### src/rtl/core/upb_pkg.sv
`default_nettype none
// ----------------------------------------------------------------------------
// upb_pkg
// Shared types and constants of the ultrasonic proximity blinker: register
// indexes, field widths, reset values and the transfer payloads.
// ----------------------------------------------------------------------------
package upb_pkg;

	// configuration port
	localparam int CFG_INDEX_W = 3;
	localparam int CFG_DATA_W  = 20;

	typedef enum logic [CFG_INDEX_W-1:0] {
		CFG_TRIGGER_PERIOD = 3'd0,
		CFG_TRIGGER_WIDTH  = 3'd1,
		CFG_NEAR_LIMIT     = 3'd2,
		CFG_FAR_LIMIT      = 3'd3,
		CFG_FASTEST_WAIT   = 3'd4
	} cfg_index_t;

	// register and field widths
	localparam int PERIOD_W = 20;
	localparam int PULSE_W  = 8;
	localparam int LIMIT_W  = 16;
	localparam int FAST_W   = 16;
	localparam int DIST_W   = 17;

	// register reset values
	localparam logic [PERIOD_W-1:0] PERIOD_RESET  = 20'd20000;
	localparam logic [PULSE_W-1:0]  WIDTH_RESET   = 8'd5;
	localparam logic [LIMIT_W-1:0]  NEAR_RESET    = 16'd250;
	localparam logic [LIMIT_W-1:0]  FAR_RESET     = 16'd1250;
	localparam logic [FAST_W-1:0]   FASTEST_RESET = 16'd5000;

	// echo ticks to millimetres: (ticks * 439) >> 8
	localparam int                   CONV_BITS   = 9;
	localparam int                   CONV_SHIFT  = 8;
	localparam logic [CONV_BITS-1:0] CONV_FACTOR = 9'd439;
	localparam logic [DIST_W-1:0]    DIST_MAX    = 17'h1FFFF;

	// serial multiply and divide
	localparam int PROD_W    = FAST_W + LIMIT_W;
	localparam int MUL_STEPS = FAST_W;
	localparam int DIV_STEPS = PROD_W;
	localparam int STEP_W    = 5;

	// transfer payloads
	typedef struct packed {
		logic echo_level;
	} in_item_t;

	typedef struct packed {
		logic              trigger_out;
		logic              led_out;
		logic [DIST_W-1:0] distance_mm;
		logic              distance_new;
	} out_item_t;

endpackage
`default_nettype wire

### src/rtl/core/upb_stream_if.sv
`default_nettype none
// ----------------------------------------------------------------------------
// upb_stream_if
// Valid/ready channel carrying one payload per transfer.
// ----------------------------------------------------------------------------
interface upb_stream_if #(
	parameter type payload_t = logic
) ();

	logic     valid;
	logic     ready;
	payload_t payload;

	modport source (output valid, output payload, input ready);
	modport sink   (input valid, input payload, output ready);

endinterface
`default_nettype wire

### src/rtl/core/ultrasonic_proximity_blinker.sv
`default_nettype none
// ----------------------------------------------------------------------------
// ultrasonic_proximity_blinker
// Parking-sensor indicator: trigger pulse generator, echo timer with
// millimetre conversion, and a proximity LED that blinks faster when closer.
// ----------------------------------------------------------------------------
// One input transfer is one 10 us tick carrying the sampled echo level; each
// tick yields exactly one result transfer (trigger level, LED level, latest
// distance and a new-distance flag). Each tick runs the 16-step bit-serial
// multiply of fastest wait by the band width (the echo conversion shares
// those steps); when the LED toggles inside the blink band and a new wait
// must be worked out, the 32-step restoring divider for the wait follows.
// The next tick is taken once the result is loaded into the output
// register, and that load waits while an earlier result is still untaken.
module ultrasonic_proximity_blinker #(
	parameter int ECHO_COUNT_WIDTH = 16,
	parameter int WAIT_COUNT_WIDTH = 24
) (
	input  wire logic                             clk,
	input  wire logic                             arst_n,
	input  wire logic                             cfg_we,
	input  wire logic [upb_pkg::CFG_INDEX_W-1:0]  cfg_index,
	input  wire logic [upb_pkg::CFG_DATA_W-1:0]   cfg_data,
	upb_stream_if.sink                            echo,
	upb_stream_if.source                          result
);

	localparam int EW     = ECHO_COUNT_WIDTH;
	localparam int WW     = WAIT_COUNT_WIDTH;
	localparam int ACC_W  = EW + upb_pkg::CONV_BITS;
	localparam int MM_W   = ACC_W - upb_pkg::CONV_SHIFT;
	localparam int CMP_W  = (MM_W > upb_pkg::DIST_W) ? MM_W : upb_pkg::DIST_W;
	localparam int PW     = upb_pkg::PROD_W;
	localparam int DW     = upb_pkg::DIST_W;
	localparam int LW     = upb_pkg::LIMIT_W;
	localparam int SW     = upb_pkg::STEP_W;

	localparam logic [EW-1:0] ECHO_MAX = '1;
	localparam logic [WW-1:0] WAIT_MAX = '1;

	typedef enum logic [5:0] {
		ST_IDLE   = 6'b000001,
		ST_CALC   = 6'b000010,
		ST_DECIDE = 6'b000100,
		ST_DIV    = 6'b001000,
		ST_WLOAD  = 6'b010000,
		ST_WB     = 6'b100000
	} state_t;

	state_t state_q;
	logic [SW-1:0] step_q;

	// configuration registers
	logic [upb_pkg::PERIOD_W-1:0] period_cfg_q;
	logic [upb_pkg::PULSE_W-1:0]  width_cfg_q;
	logic [LW-1:0]                near_cfg_q;
	logic [LW-1:0]                far_cfg_q;
	logic [upb_pkg::FAST_W-1:0]   fastest_cfg_q;

	// tick state
	logic [upb_pkg::PERIOD_W-1:0] period_q;
	logic [upb_pkg::PULSE_W-1:0]  pulse_q;
	logic [EW-1:0]                echo_cnt_q;
	logic                         echo_prev_q;
	logic [DW-1:0]                distance_q;
	logic                         led_q;
	logic [WW-1:0]                wait_q;
	logic                         trig_q;
	logic                         new_q;
	logic                         out_valid_q;

	// datapath registers
	logic [EW-1:0]                    cap_q;
	logic [ACC_W-1:0]                 conv_acc_q;
	logic [upb_pkg::CONV_BITS-1:0]    fac_sr_q;
	logic [PW-1:0]                    prod_q;
	logic [upb_pkg::FAST_W-1:0]       mul_sr_q;
	logic [PW-1:0]                    div_q;
	logic [LW-1:0]                    rem_q;
	logic [LW-1:0]                    den_q;
	upb_pkg::out_item_t               out_q;

	// handshakes
	logic accept;
	logic wb_load;

	assign echo.ready     = (state_q == ST_IDLE);
	assign accept         = echo.valid && echo.ready;
	assign wb_load        = (state_q == ST_WB) && (!out_valid_q || result.ready);
	assign result.valid   = out_valid_q;
	assign result.payload = out_q;

	// trigger generator for this tick
	logic [upb_pkg::PULSE_W-1:0]  pulse_load;
	logic                         trig_now;
	logic [upb_pkg::PERIOD_W:0]   period_inc;
	logic                         period_wrap;

	assign pulse_load  = (period_q == '0) ? width_cfg_q : pulse_q;
	assign trig_now    = (pulse_load != '0);
	assign period_inc  = {1'b0, period_q} + (upb_pkg::PERIOD_W+1)'(1);
	assign period_wrap = (period_inc >= {1'b0, period_cfg_q});

	// converted distance with saturation
	logic [MM_W-1:0]  mm;
	logic [CMP_W-1:0] mm_ext;
	logic [DW-1:0]    dist_conv;

	assign mm        = conv_acc_q[ACC_W-1:upb_pkg::CONV_SHIFT];
	assign mm_ext    = CMP_W'(mm);
	assign dist_conv = (mm_ext > CMP_W'(upb_pkg::DIST_MAX)) ? upb_pkg::DIST_MAX
		: DW'(mm_ext);

	// blink band width and wait denominator
	logic [LW-1:0] band;
	logic [LW-1:0] den_next;

	assign band     = far_cfg_q - near_cfg_q;
	assign den_next = far_cfg_q - distance_q[LW-1:0];

	// one restoring divide step
	logic [LW:0]   trial;
	logic          fits;
	logic [LW:0]   trial_sub;

	assign trial     = {rem_q, div_q[PW-1]};
	assign fits      = (trial >= {1'b0, den_q});
	assign trial_sub = trial - {1'b0, den_q};

	// quotient saturation and wait load value
	logic [WW-1:0] q_sat;
	logic [WW-1:0] wait_load;

	assign q_sat     = (div_q > PW'(WAIT_MAX)) ? WAIT_MAX : WW'(div_q);
	assign wait_load = (q_sat == '0) ? '0 : q_sat - WW'(1);

	// control, configuration and tick state
	always_ff @(posedge clk or negedge arst_n) begin
		if (!arst_n) begin
			state_q       <= ST_IDLE;
			step_q        <= '0;
			period_cfg_q  <= upb_pkg::PERIOD_RESET;
			width_cfg_q   <= upb_pkg::WIDTH_RESET;
			near_cfg_q    <= upb_pkg::NEAR_RESET;
			far_cfg_q     <= upb_pkg::FAR_RESET;
			fastest_cfg_q <= upb_pkg::FASTEST_RESET;
			period_q      <= '0;
			pulse_q       <= '0;
			echo_cnt_q    <= '0;
			echo_prev_q   <= 1'b0;
			distance_q    <= '0;
			led_q         <= 1'b0;
			wait_q        <= '0;
			trig_q        <= 1'b0;
			new_q         <= 1'b0;
			out_valid_q   <= 1'b0;
		end else begin
			// register writes
			if (cfg_we) begin
				case (cfg_index)
					upb_pkg::CFG_TRIGGER_PERIOD: period_cfg_q  <= cfg_data[upb_pkg::PERIOD_W-1:0];
					upb_pkg::CFG_TRIGGER_WIDTH:  width_cfg_q   <= cfg_data[upb_pkg::PULSE_W-1:0];
					upb_pkg::CFG_NEAR_LIMIT:     near_cfg_q    <= cfg_data[LW-1:0];
					upb_pkg::CFG_FAR_LIMIT:      far_cfg_q     <= cfg_data[LW-1:0];
					upb_pkg::CFG_FASTEST_WAIT:   fastest_cfg_q <= cfg_data[upb_pkg::FAST_W-1:0];
					default: ;
				endcase
			end

			// result register loads on write-back, drains on transfer
			if (wb_load) begin
				out_valid_q <= 1'b1;
			end else if (result.ready) begin
				out_valid_q <= 1'b0;
			end

			case (state_q)
				ST_IDLE: begin
					if (accept) begin
						// trigger line
						pulse_q  <= trig_now ? pulse_load - upb_pkg::PULSE_W'(1) : '0;
						period_q <= period_wrap ? '0 : period_inc[upb_pkg::PERIOD_W-1:0];
						trig_q   <= trig_now;
						// echo timing
						if (echo.payload.echo_level) begin
							if (!echo_prev_q) begin
								echo_cnt_q <= EW'(1);
							end else if (echo_cnt_q != ECHO_MAX) begin
								echo_cnt_q <= echo_cnt_q + EW'(1);
							end
							new_q <= 1'b0;
						end else if (echo_prev_q) begin
							echo_cnt_q <= '0;
							new_q      <= 1'b1;
						end else begin
							new_q <= 1'b0;
						end
						echo_prev_q <= echo.payload.echo_level;
						step_q      <= '0;
						state_q     <= ST_CALC;
					end
				end
				ST_CALC: begin
					step_q <= step_q + SW'(1);
					if (step_q == SW'(upb_pkg::MUL_STEPS - 1)) begin
						if (new_q) begin
							distance_q <= dist_conv;
						end
						state_q <= ST_DECIDE;
					end
				end
				ST_DECIDE: begin
					// indicator decision on the updated distance
					if (wait_q != '0) begin
						wait_q  <= wait_q - WW'(1);
						state_q <= ST_WB;
					end else if (distance_q > {1'b0, far_cfg_q}) begin
						led_q   <= 1'b0;
						state_q <= ST_WB;
					end else if (distance_q > {1'b0, near_cfg_q}) begin
						led_q <= ~led_q;
						if (distance_q >= {1'b0, far_cfg_q}) begin
							wait_q  <= WAIT_MAX - WW'(1);
							state_q <= ST_WB;
						end else begin
							step_q  <= '0;
							state_q <= ST_DIV;
						end
					end else begin
						led_q   <= 1'b1;
						state_q <= ST_WB;
					end
				end
				ST_DIV: begin
					step_q <= step_q + SW'(1);
					if (step_q == SW'(upb_pkg::DIV_STEPS - 1)) begin
						state_q <= ST_WLOAD;
					end
				end
				ST_WLOAD: begin
					wait_q  <= wait_load;
					state_q <= ST_WB;
				end
				ST_WB: begin
					if (wb_load) begin
						state_q <= ST_IDLE;
					end
				end
				default: state_q <= ST_IDLE;
			endcase
		end
	end

	// serial datapath and result register
	always_ff @(posedge clk) begin
		// capture the finished echo count and arm the serial units
		if (accept) begin
			if (!echo.payload.echo_level && echo_prev_q) begin
				cap_q <= echo_cnt_q;
			end
			conv_acc_q <= '0;
			fac_sr_q   <= upb_pkg::CONV_FACTOR;
			prod_q     <= '0;
			mul_sr_q   <= fastest_cfg_q;
		end

		// one bit of the conversion factor and of fastest wait per cycle
		if (state_q == ST_CALC) begin
			if (step_q < SW'(upb_pkg::CONV_BITS)) begin
				conv_acc_q <= {conv_acc_q[ACC_W-2:0], 1'b0}
					+ (fac_sr_q[upb_pkg::CONV_BITS-1] ? ACC_W'(cap_q) : '0);
				fac_sr_q   <= {fac_sr_q[upb_pkg::CONV_BITS-2:0], 1'b0};
			end
			prod_q   <= {prod_q[PW-2:0], 1'b0}
				+ (mul_sr_q[upb_pkg::FAST_W-1] ? PW'(band) : '0);
			mul_sr_q <= {mul_sr_q[upb_pkg::FAST_W-2:0], 1'b0};
		end

		// divider operands
		if (state_q == ST_DECIDE) begin
			div_q <= prod_q;
			rem_q <= '0;
			den_q <= den_next;
		end

		// one quotient bit per cycle
		if (state_q == ST_DIV) begin
			rem_q <= fits ? trial_sub[LW-1:0] : trial[LW-1:0];
			div_q <= {div_q[PW-2:0], fits};
		end

		// result for this tick
		if (wb_load) begin
			out_q.trigger_out  <= trig_q;
			out_q.led_out      <= led_q;
			out_q.distance_mm  <= distance_q;
			out_q.distance_new <= new_q;
		end
	end

endmodule
`default_nettype wire

### src/flat_wrapper.sv
// flat-port wrapper written by rule: the top's interface ports become plain ports
module ultrasonic_proximity_blinker_flat 
#(
	parameter int ECHO_COUNT_WIDTH = 16,
	parameter int WAIT_COUNT_WIDTH = 24
)
  (clk, arst_n, cfg_we, cfg_index, cfg_data, echo_valid, echo_payload, echo_ready, result_valid, result_payload, result_ready);
  upb_stream_if #(.payload_t(upb_pkg::in_item_t)) echo_i ();
  upb_stream_if #(.payload_t(upb_pkg::out_item_t)) result_i ();
  input  wire logic clk;
  input  wire logic arst_n;
  input  wire logic cfg_we;
  input  wire logic [upb_pkg::CFG_INDEX_W-1:0] cfg_index;
  input  wire logic [upb_pkg::CFG_DATA_W-1:0] cfg_data;
  input wire logic [$bits(echo_i.valid)-1:0] echo_valid;
  input wire logic [$bits(echo_i.payload)-1:0] echo_payload;
  output wire logic [$bits(echo_i.ready)-1:0] echo_ready;
  output wire logic [$bits(result_i.valid)-1:0] result_valid;
  output wire logic [$bits(result_i.payload)-1:0] result_payload;
  input wire logic [$bits(result_i.ready)-1:0] result_ready;
  assign echo_i.valid = echo_valid;
  assign echo_i.payload = echo_payload;
  assign echo_ready = echo_i.ready;
  assign result_valid = result_i.valid;
  assign result_payload = result_i.payload;
  assign result_i.ready = result_ready;
  ultrasonic_proximity_blinker #(.ECHO_COUNT_WIDTH(ECHO_COUNT_WIDTH), .WAIT_COUNT_WIDTH(WAIT_COUNT_WIDTH)) u_core (.clk(clk), .arst_n(arst_n), .cfg_we(cfg_we), .cfg_index(cfg_index), .cfg_data(cfg_data), .echo(echo_i), .result(result_i));
endmodule
### config.mk
export PLATFORM = sky130hd
export DESIGN_NAME = ultrasonic_proximity_blinker_flat
export DESIGN_NICKNAME = d
export VERILOG_FILES = /design/src/rtl/core/upb_pkg.sv /design/src/rtl/core/upb_stream_if.sv /design/src/rtl/core/ultrasonic_proximity_blinker.sv /design/src/flat_wrapper.sv
export SDC_FILE = /design/constraint.sdc
export NUM_CORES = 1
export LEC_CHECK = 0
export BUFFER_PORTS_ARGS = -buffer_cell sky130_fd_sc_hd__buf_2
export CAP_MARGIN = 20
export CORE_AREA = 4 4 234 236
export DETAILED_ROUTE_END_ITERATION = 7
export DIE_AREA = 0 0 238 240
export GPL_TIMING_DRIVEN = 0
export HOLD_SLACK_MARGIN = 0.15
export PLACE_DENSITY = 0.63
export SLEW_MARGIN = 20
export SYNTH_ARGS = -nofsm -noshare
export SYNTH_HDL_FRONTEND = slang
export SYNTH_SLANG_ARGS = --single-unit
### constraint.sdc
create_clock -name clk -period 8.7 [get_ports clk]
set_clock_uncertainty 0.2 [all_clocks]
set_input_delay 2.175 -clock clk [delete_from_list [all_inputs] [get_ports clk]]
set_output_delay 2.175 -clock clk [all_outputs]
set_load 0.02 [all_outputs]
# After elaboration in Yosys (flattened, before gate mapping)
# Index checks and enable logic that the tools add are counted.
op_classes:
  n_mux: 53
  n_eq_ne: 25
  n_addsub: 11
  bitwise: 2
  reduce_logical: 31
  magnitude_cmp: 8
op_table:
  columns: ["cell", "n"]
  rows:
  - ["$mux 16", 11]
  - ["$mux 24", 6]
  - ["$mux 32", 4]
  - ["$mux 25", 3]
  - ["$mux 6", 8]
  - ["$pmux 24 s2", 1]
  - ["$sub 16x16->16", 3]
  - ["$sub 24x1->24 const B", 2]
  - ["$pmux 6 s6", 1]
  - ["$ge 17x16->1", 2]
  - ["$gt 17x16->1", 2]
  - ["$add 32x32->32", 1]
  - ["$gt 32x24->1 const B", 1]
  - ["$mux 9", 3]
  - ["$add 25x25->25", 1]
  - ["$mux 5", 5]
  - ["$logic_not 24->1", 1]
  - ["$reduce_bool 24->1", 1]
  - ["$add 20x1->21 const B", 1]
  - ["$ge 21x20->1", 1]
  - ["$logic_not 20->1", 1]
  - ["$mux 20", 1]
  - ["$gt 17x17->1 const B", 1]
  - ["$mux 17", 1]
  - ["37 further kinds", 68]
totals:
  out_inout_bits: 22
  regBits: 359

# Depth between registers and ports, before layout
depth:
  ltp_word: 6
  mapped_depth: 20
  depth_no_buf: 20

# Least setup slack after synthesis
# OpenSTA, ideal clock, no wires.
synth_timing:
  path_type: "flip-flop to flip-flop"
  startpoint: "register u_core.far_cfg_q[1]"
  endpoint: "register u_core.prod_q[20], data pin"
  arrival_ns: 4.169
  setup_time_ns: 0.266
  setup_slack_ns: 4.065
  path_stages_with_launch: 20
  path_buffers: 0
  synth_period_minus_slack_ns: 4.635
  required_ns: 8.234
  cell_sequence: "dfstp_2 inv_1 fa_1 nor2b_1 o21ai_0 a21boi_0 o21ai_0 a21oi_1 a31oi_1 xnor2_1 and2_1 ha_1 nand4_1 or3b_2 o21bai_1 o41a_1 a41o_1 nand4_1 xor2_1 nor2_1"
synth_between:
  elab_chain_len: 4
synth_lines:
  columns: ["element", "line", "text"]
  rows:
  - ["from (decl)", "ultrasonic_proximity_blinker.sv:57", "logic [LW-1:0] far_cfg_q;"]
  - ["from (signal assigned)", "ultrasonic_proximity_blinker.sv:145", "far_cfg_q <= upb_pkg::FAR_RESET;"]
  - ["from (signal assigned)", "ultrasonic_proximity_blinker.sv:164", "upb_pkg::CFG_FAR_LIMIT: far_cfg_q <= cfg_data[LW-1:0];"]
  - ["$sub 16x16->16", "ultrasonic_proximity_blinker.sv:118", "assign band = far_cfg_q - near_cfg_q;"]
  - ["$mux 16", "ultrasonic_proximity_blinker.sv:275", "+ (mul_sr_q[upb_pkg::FAST_W-1] ? PW'(band) : '0);"]
  - ["$add 32x32->32", "ultrasonic_proximity_blinker.sv:275", null]
  - ["$mux 32", "ultrasonic_proximity_blinker.sv:268", "if (state_q == ST_CALC) begin"]
  - ["to (signal assigned)", "ultrasonic_proximity_blinker.sv:274", "prod_q <= {prod_q[PW-2:0], 1'b0}"]
  - ["to (decl)", "ultrasonic_proximity_blinker.sv:76", "logic [PW-1:0] prod_q;"]
# No other way between the ends.
# A chain may end at the register's enable or synchronous reset.

# Worst setup path after layout
layout_timing:
  startpoint: "register u_core.far_cfg_q[1]"
  endpoint: "register u_core.prod_q[24], data pin"
# Same word-level chain as after synthesis.

==> impl_metrics.py <==
metrics = {
    "finish": {
        "final_area_sq_um": 23710,
        "layout_commonest_cell": "o21ai_0",
        "final_cell_mix": "o21ai_0 (175), nand2_1 (168), nor2_1 (165)",
        "syn2layout_area_growth_pct": 13.38,
        "instances_no_fill": 2932,
        "final_core_util_pct": 45.20,
        "nets": 2384,
        "drive_above_1_share_pct": 11.73,
        "num-fill-cells": 4870,
    },
    "grt": {
        "antenna_found_initial": 0,
        "grt_pass1_vias": 16160,
        "grt_usage_pct": 18.02,
        "grt_max_degree": 68,
        "grt_first_pass_wirelength_mm": 84.13,
        "overflow": 0,
    },
    "worst_setup_path": {
        "arrival_ns": 5.57,
        "path_class": "reg2reg",
        "worstPathMaxFanout": 8,
        "end_kind": "register",
        "worstPathRequired_ns": 8.79,
        "cp-start-kind": "register",
    },
    "placed_design": {
        "placed_cell_area_sq_um": 22190,
        "finalWeightedCongestion": 0.8970,
        "io_buffer_count": 50,
        "dp_hpwl_mm": 39.23,
        "dp_worst_setup_slack_ns": 3.283,
        "numPlacedInstances": 2855,
    },
    "logic_synthesis": {
        "async_flop_share_pct": 49.30,
        "synth.area.top_cells": "edfxtp_1 (21%), dfrtp_1 (18%), ha_1 (8.3%)",
        "synth_fp_nets": 2284,
        "ys_ff_latch": 359,
        "syn_inst": 2111,
        "synth_top_flop_cell": "dfrtp_1",
        "synth_edf_count": 147,
        "synth.yosys.seq_area_share_pct": 45.79,
        "netlist_area_sq_um": 20910,
        "synth_top_cell_by_area": "edfxtp_1",
        "synth_cell_types": 84,
        "avgSynthCellArea_sq_um": 9.905,
        "yosysTopAreaCellShare_pct": 21.11,
        "yosys_warnings": 0,
    },
    "timing": {
        "setup_viol": 0,
        "rsz0062_at_grt": "no",
        "fin_crit_sh_pct": 62.97,
        "hold_viol": 0,
        "max_slew_margin_pct": 38.55,
        "max_freq_mhz": 182.5,
        "fin_setup_tns_ns": 0,
        "final_max_slew_viol_count": 0,
        "fin_crit_ns": 5.478,
        "setup_ws_ns": 3.222,
        "holdWs_ns": 0.2498,
        "tightest_slew_ns": 0.8986,
    },
    "routing": {
        "vias": 16130,
        "route.detailed.vias_per_inst": 5.502,
        "drtAntennaViolNets": 0,
        "drt_iter0_drc": 950,
        "wl_per_cell_microns": 17.72,
        "drt_pass1_iterations": 5,
        "route.detailed.drc": 0,
        "wirelength_mm": 51.97,
    },
    "power": {
        "power_density_nw_per_um2": 263.0,
        "fin_total_pwr_mw": 6.236,
        "p_leak_nw": 9.976,
        "ir_worst_vdd_uv": 166.6,
    },
    "clock_tree": {
        "clkSinkCount": 359,
        "insertion_delay_ns": 0.57,
        "postCtsSetupBuffers": 0,
        "cts_htree_levels": 2,
        "root_buffer": "clkbuf_16",
        "tritoncts": "yes",
        "numCtsBuffers": 42,
        "clk_pin_slew_ns": 0.06,
        "clockBufferDepth": 3,
        "cts_resized": 0,
        "cts_hold_buf": 0,
    },
    "floorplanning": {
        "rows": 84,
        "dieHeight_microns": 240,
        "num_io_pins": 51,
        "die-area_sq_um": 57120,
        "core_sq_um": 52450,
        "die_w_microns": 238,
        "floorplan.initialDensity_pct": 39.87,
    },
    "job": {
        "cap_violations": 0,
    },
    "status": {
        "status": "complete, no violations",
    },
    "min_path": {
        "hold_class": "reg2reg",
    },
}
worst paths after layout:
path	start	depth (start not counted)	slack [ns]	end
worst min-delay path	u_core.trig_q	0	0.25	u_core.result.payload[19]
min in group asynchronous	arst_n	1	1.30	u_core.period_cfg_q[19]
max in group asynchronous	arst_n	3	5.94	u_core.near_cfg_q[7]
worst max register to register	u_core.far_cfg_q[1]	19	3.22	u_core.prod_q[24]
worst min register to register	u_core.trig_q	0	0.25	u_core.result.payload[19]
worst max-delay path	u_core.far_cfg_q[1]	19	3.22	u_core.prod_q[24]
routing by layer:
| layer | wire length, microns | vias up | GRT usage [%] |
|---|---|---|---|
| met1 | 23700 | 7835 | 23.90 |
| met2 | 24200 | 339 | 30.02 |
| li1 | - | 7864 | - |
| met4 | 1751 | 0 | 6.702 |
| met3 | 2316 | 93 | 2.799 |
| met5 | 0 | - | 0 |
synth_stat cells (all sizes together) (6+ instances only):
library cell / count
o21ai: 177
nand2: 170
nor2: 165
dfrtp: 153
edfxtp: 147
ha: 139
inv: 125
a21oi: 115
mux2: 79
nand3: 68
clkbuf: 61
xor2: 57
xnor2: 54
nor3: 50
a21o: 40
dfxtp: 35
and2: 31
a22o: 28
a31oi: 26
nor4: 26
and3: 25
dfstp: 24
nor2b: 24
or3: 24
mux2i: 19
nand2b: 18
buf: 16
o21a: 16
o31a: 16
nand4: 14
a211oi: 12
a2bb2oi: 11
nand3b: 11
o31ai: 11
or2: 11
a21boi: 10
nor3b: 9
o211ai: 9
a211o: 6
and3b: 6
o22ai: 6
or4: 6
cell type report:
class | instances | area, sq um | share of cell area [%]
antenna | 1 | 2.502 | 0.01056
buffer | 77 | 306.5 | 1.293
clock buffer | 53 | 1166 | 4.919
clock inverter | 23 | 347.8 | 1.467
inverter | 125 | 469.2 | 1.979
multi-input combinational | 1550 | 10580 | 44.64
sequential | 359 | 9574 | 40.38
tap | 688 | 860.8 | 3.631
timing repair buffer | 56 | 397.9 | 1.678
cell families (layout without fill, tap and decap cells):
group,after synthesis,count (layout),share of synthesized area [%]
simple gates,671,671,16.02
compound gates,526,526,15.87
flops,359,359,45.79
buf+inv,202,334,3.710
fa+ha+maj,144,144,8.796
xor+xnor,111,111,4.649
mux,98,98,5.164
other cells,0,1,0
sequential cells by signal, indices dropped and copies added, names as in the netlist, 9 cells and up:
| name | count |
|---|---|
| u_core.cap_q | 16 |
| u_core.conv_acc_q | 25 |
| u_core.distance_q | 17 |
| u_core.mul_sr_q | 16 |
| u_core.near_cfg_q | 16 |
| u_core.prod_q | 32 |
| u_core.period_q | 20 |
| u_core.result.payload | 20 |
| u_core.far_cfg_q | 16 |
| u_core.rem_q | 16 |
| u_core.fastest_cfg_q | 16 |
| u_core.den_q | 16 |
| u_core.fac_sr_q | 9 |
| u_core.period_cfg_q | 20 |
| u_core.wait_q | 24 |
| u_core.echo_cnt_q | 16 |
| u_core.div_q | 32 |
critical path, cell delays in order, from the launching register on:
cell	delay, ns
dfstp_2	0.59
inv_1	0.14
fa_1	0.46
nor2b_1	0.17
o21ai_0	0.13
a21boi_0	0.31
o21ai_0	0.19
a21oi_1	0.26
a31oi_1	0.14
xnor2_1	0.13
and2_1	0.16
ha_1	0.36
nand4_1	0.21
or3b_2	0.49
o21bai_1	0.23
o41a_1	0.25
a41o_1	0.40
nand4_1	0.16
xor2_1	0.16
nor2_1	0.06
power by group:
| part | leakage, nW | switching, mW | internal (mW) |
|---|---|---|---|
| clock network | 0.739 | 0.734 | 1.20 |
| logic | 5.29 | 1.11 | 0.790 |
| registers | 3.95 | 0.255 | 2.15 |
Power figures use the tool's default switching activity.
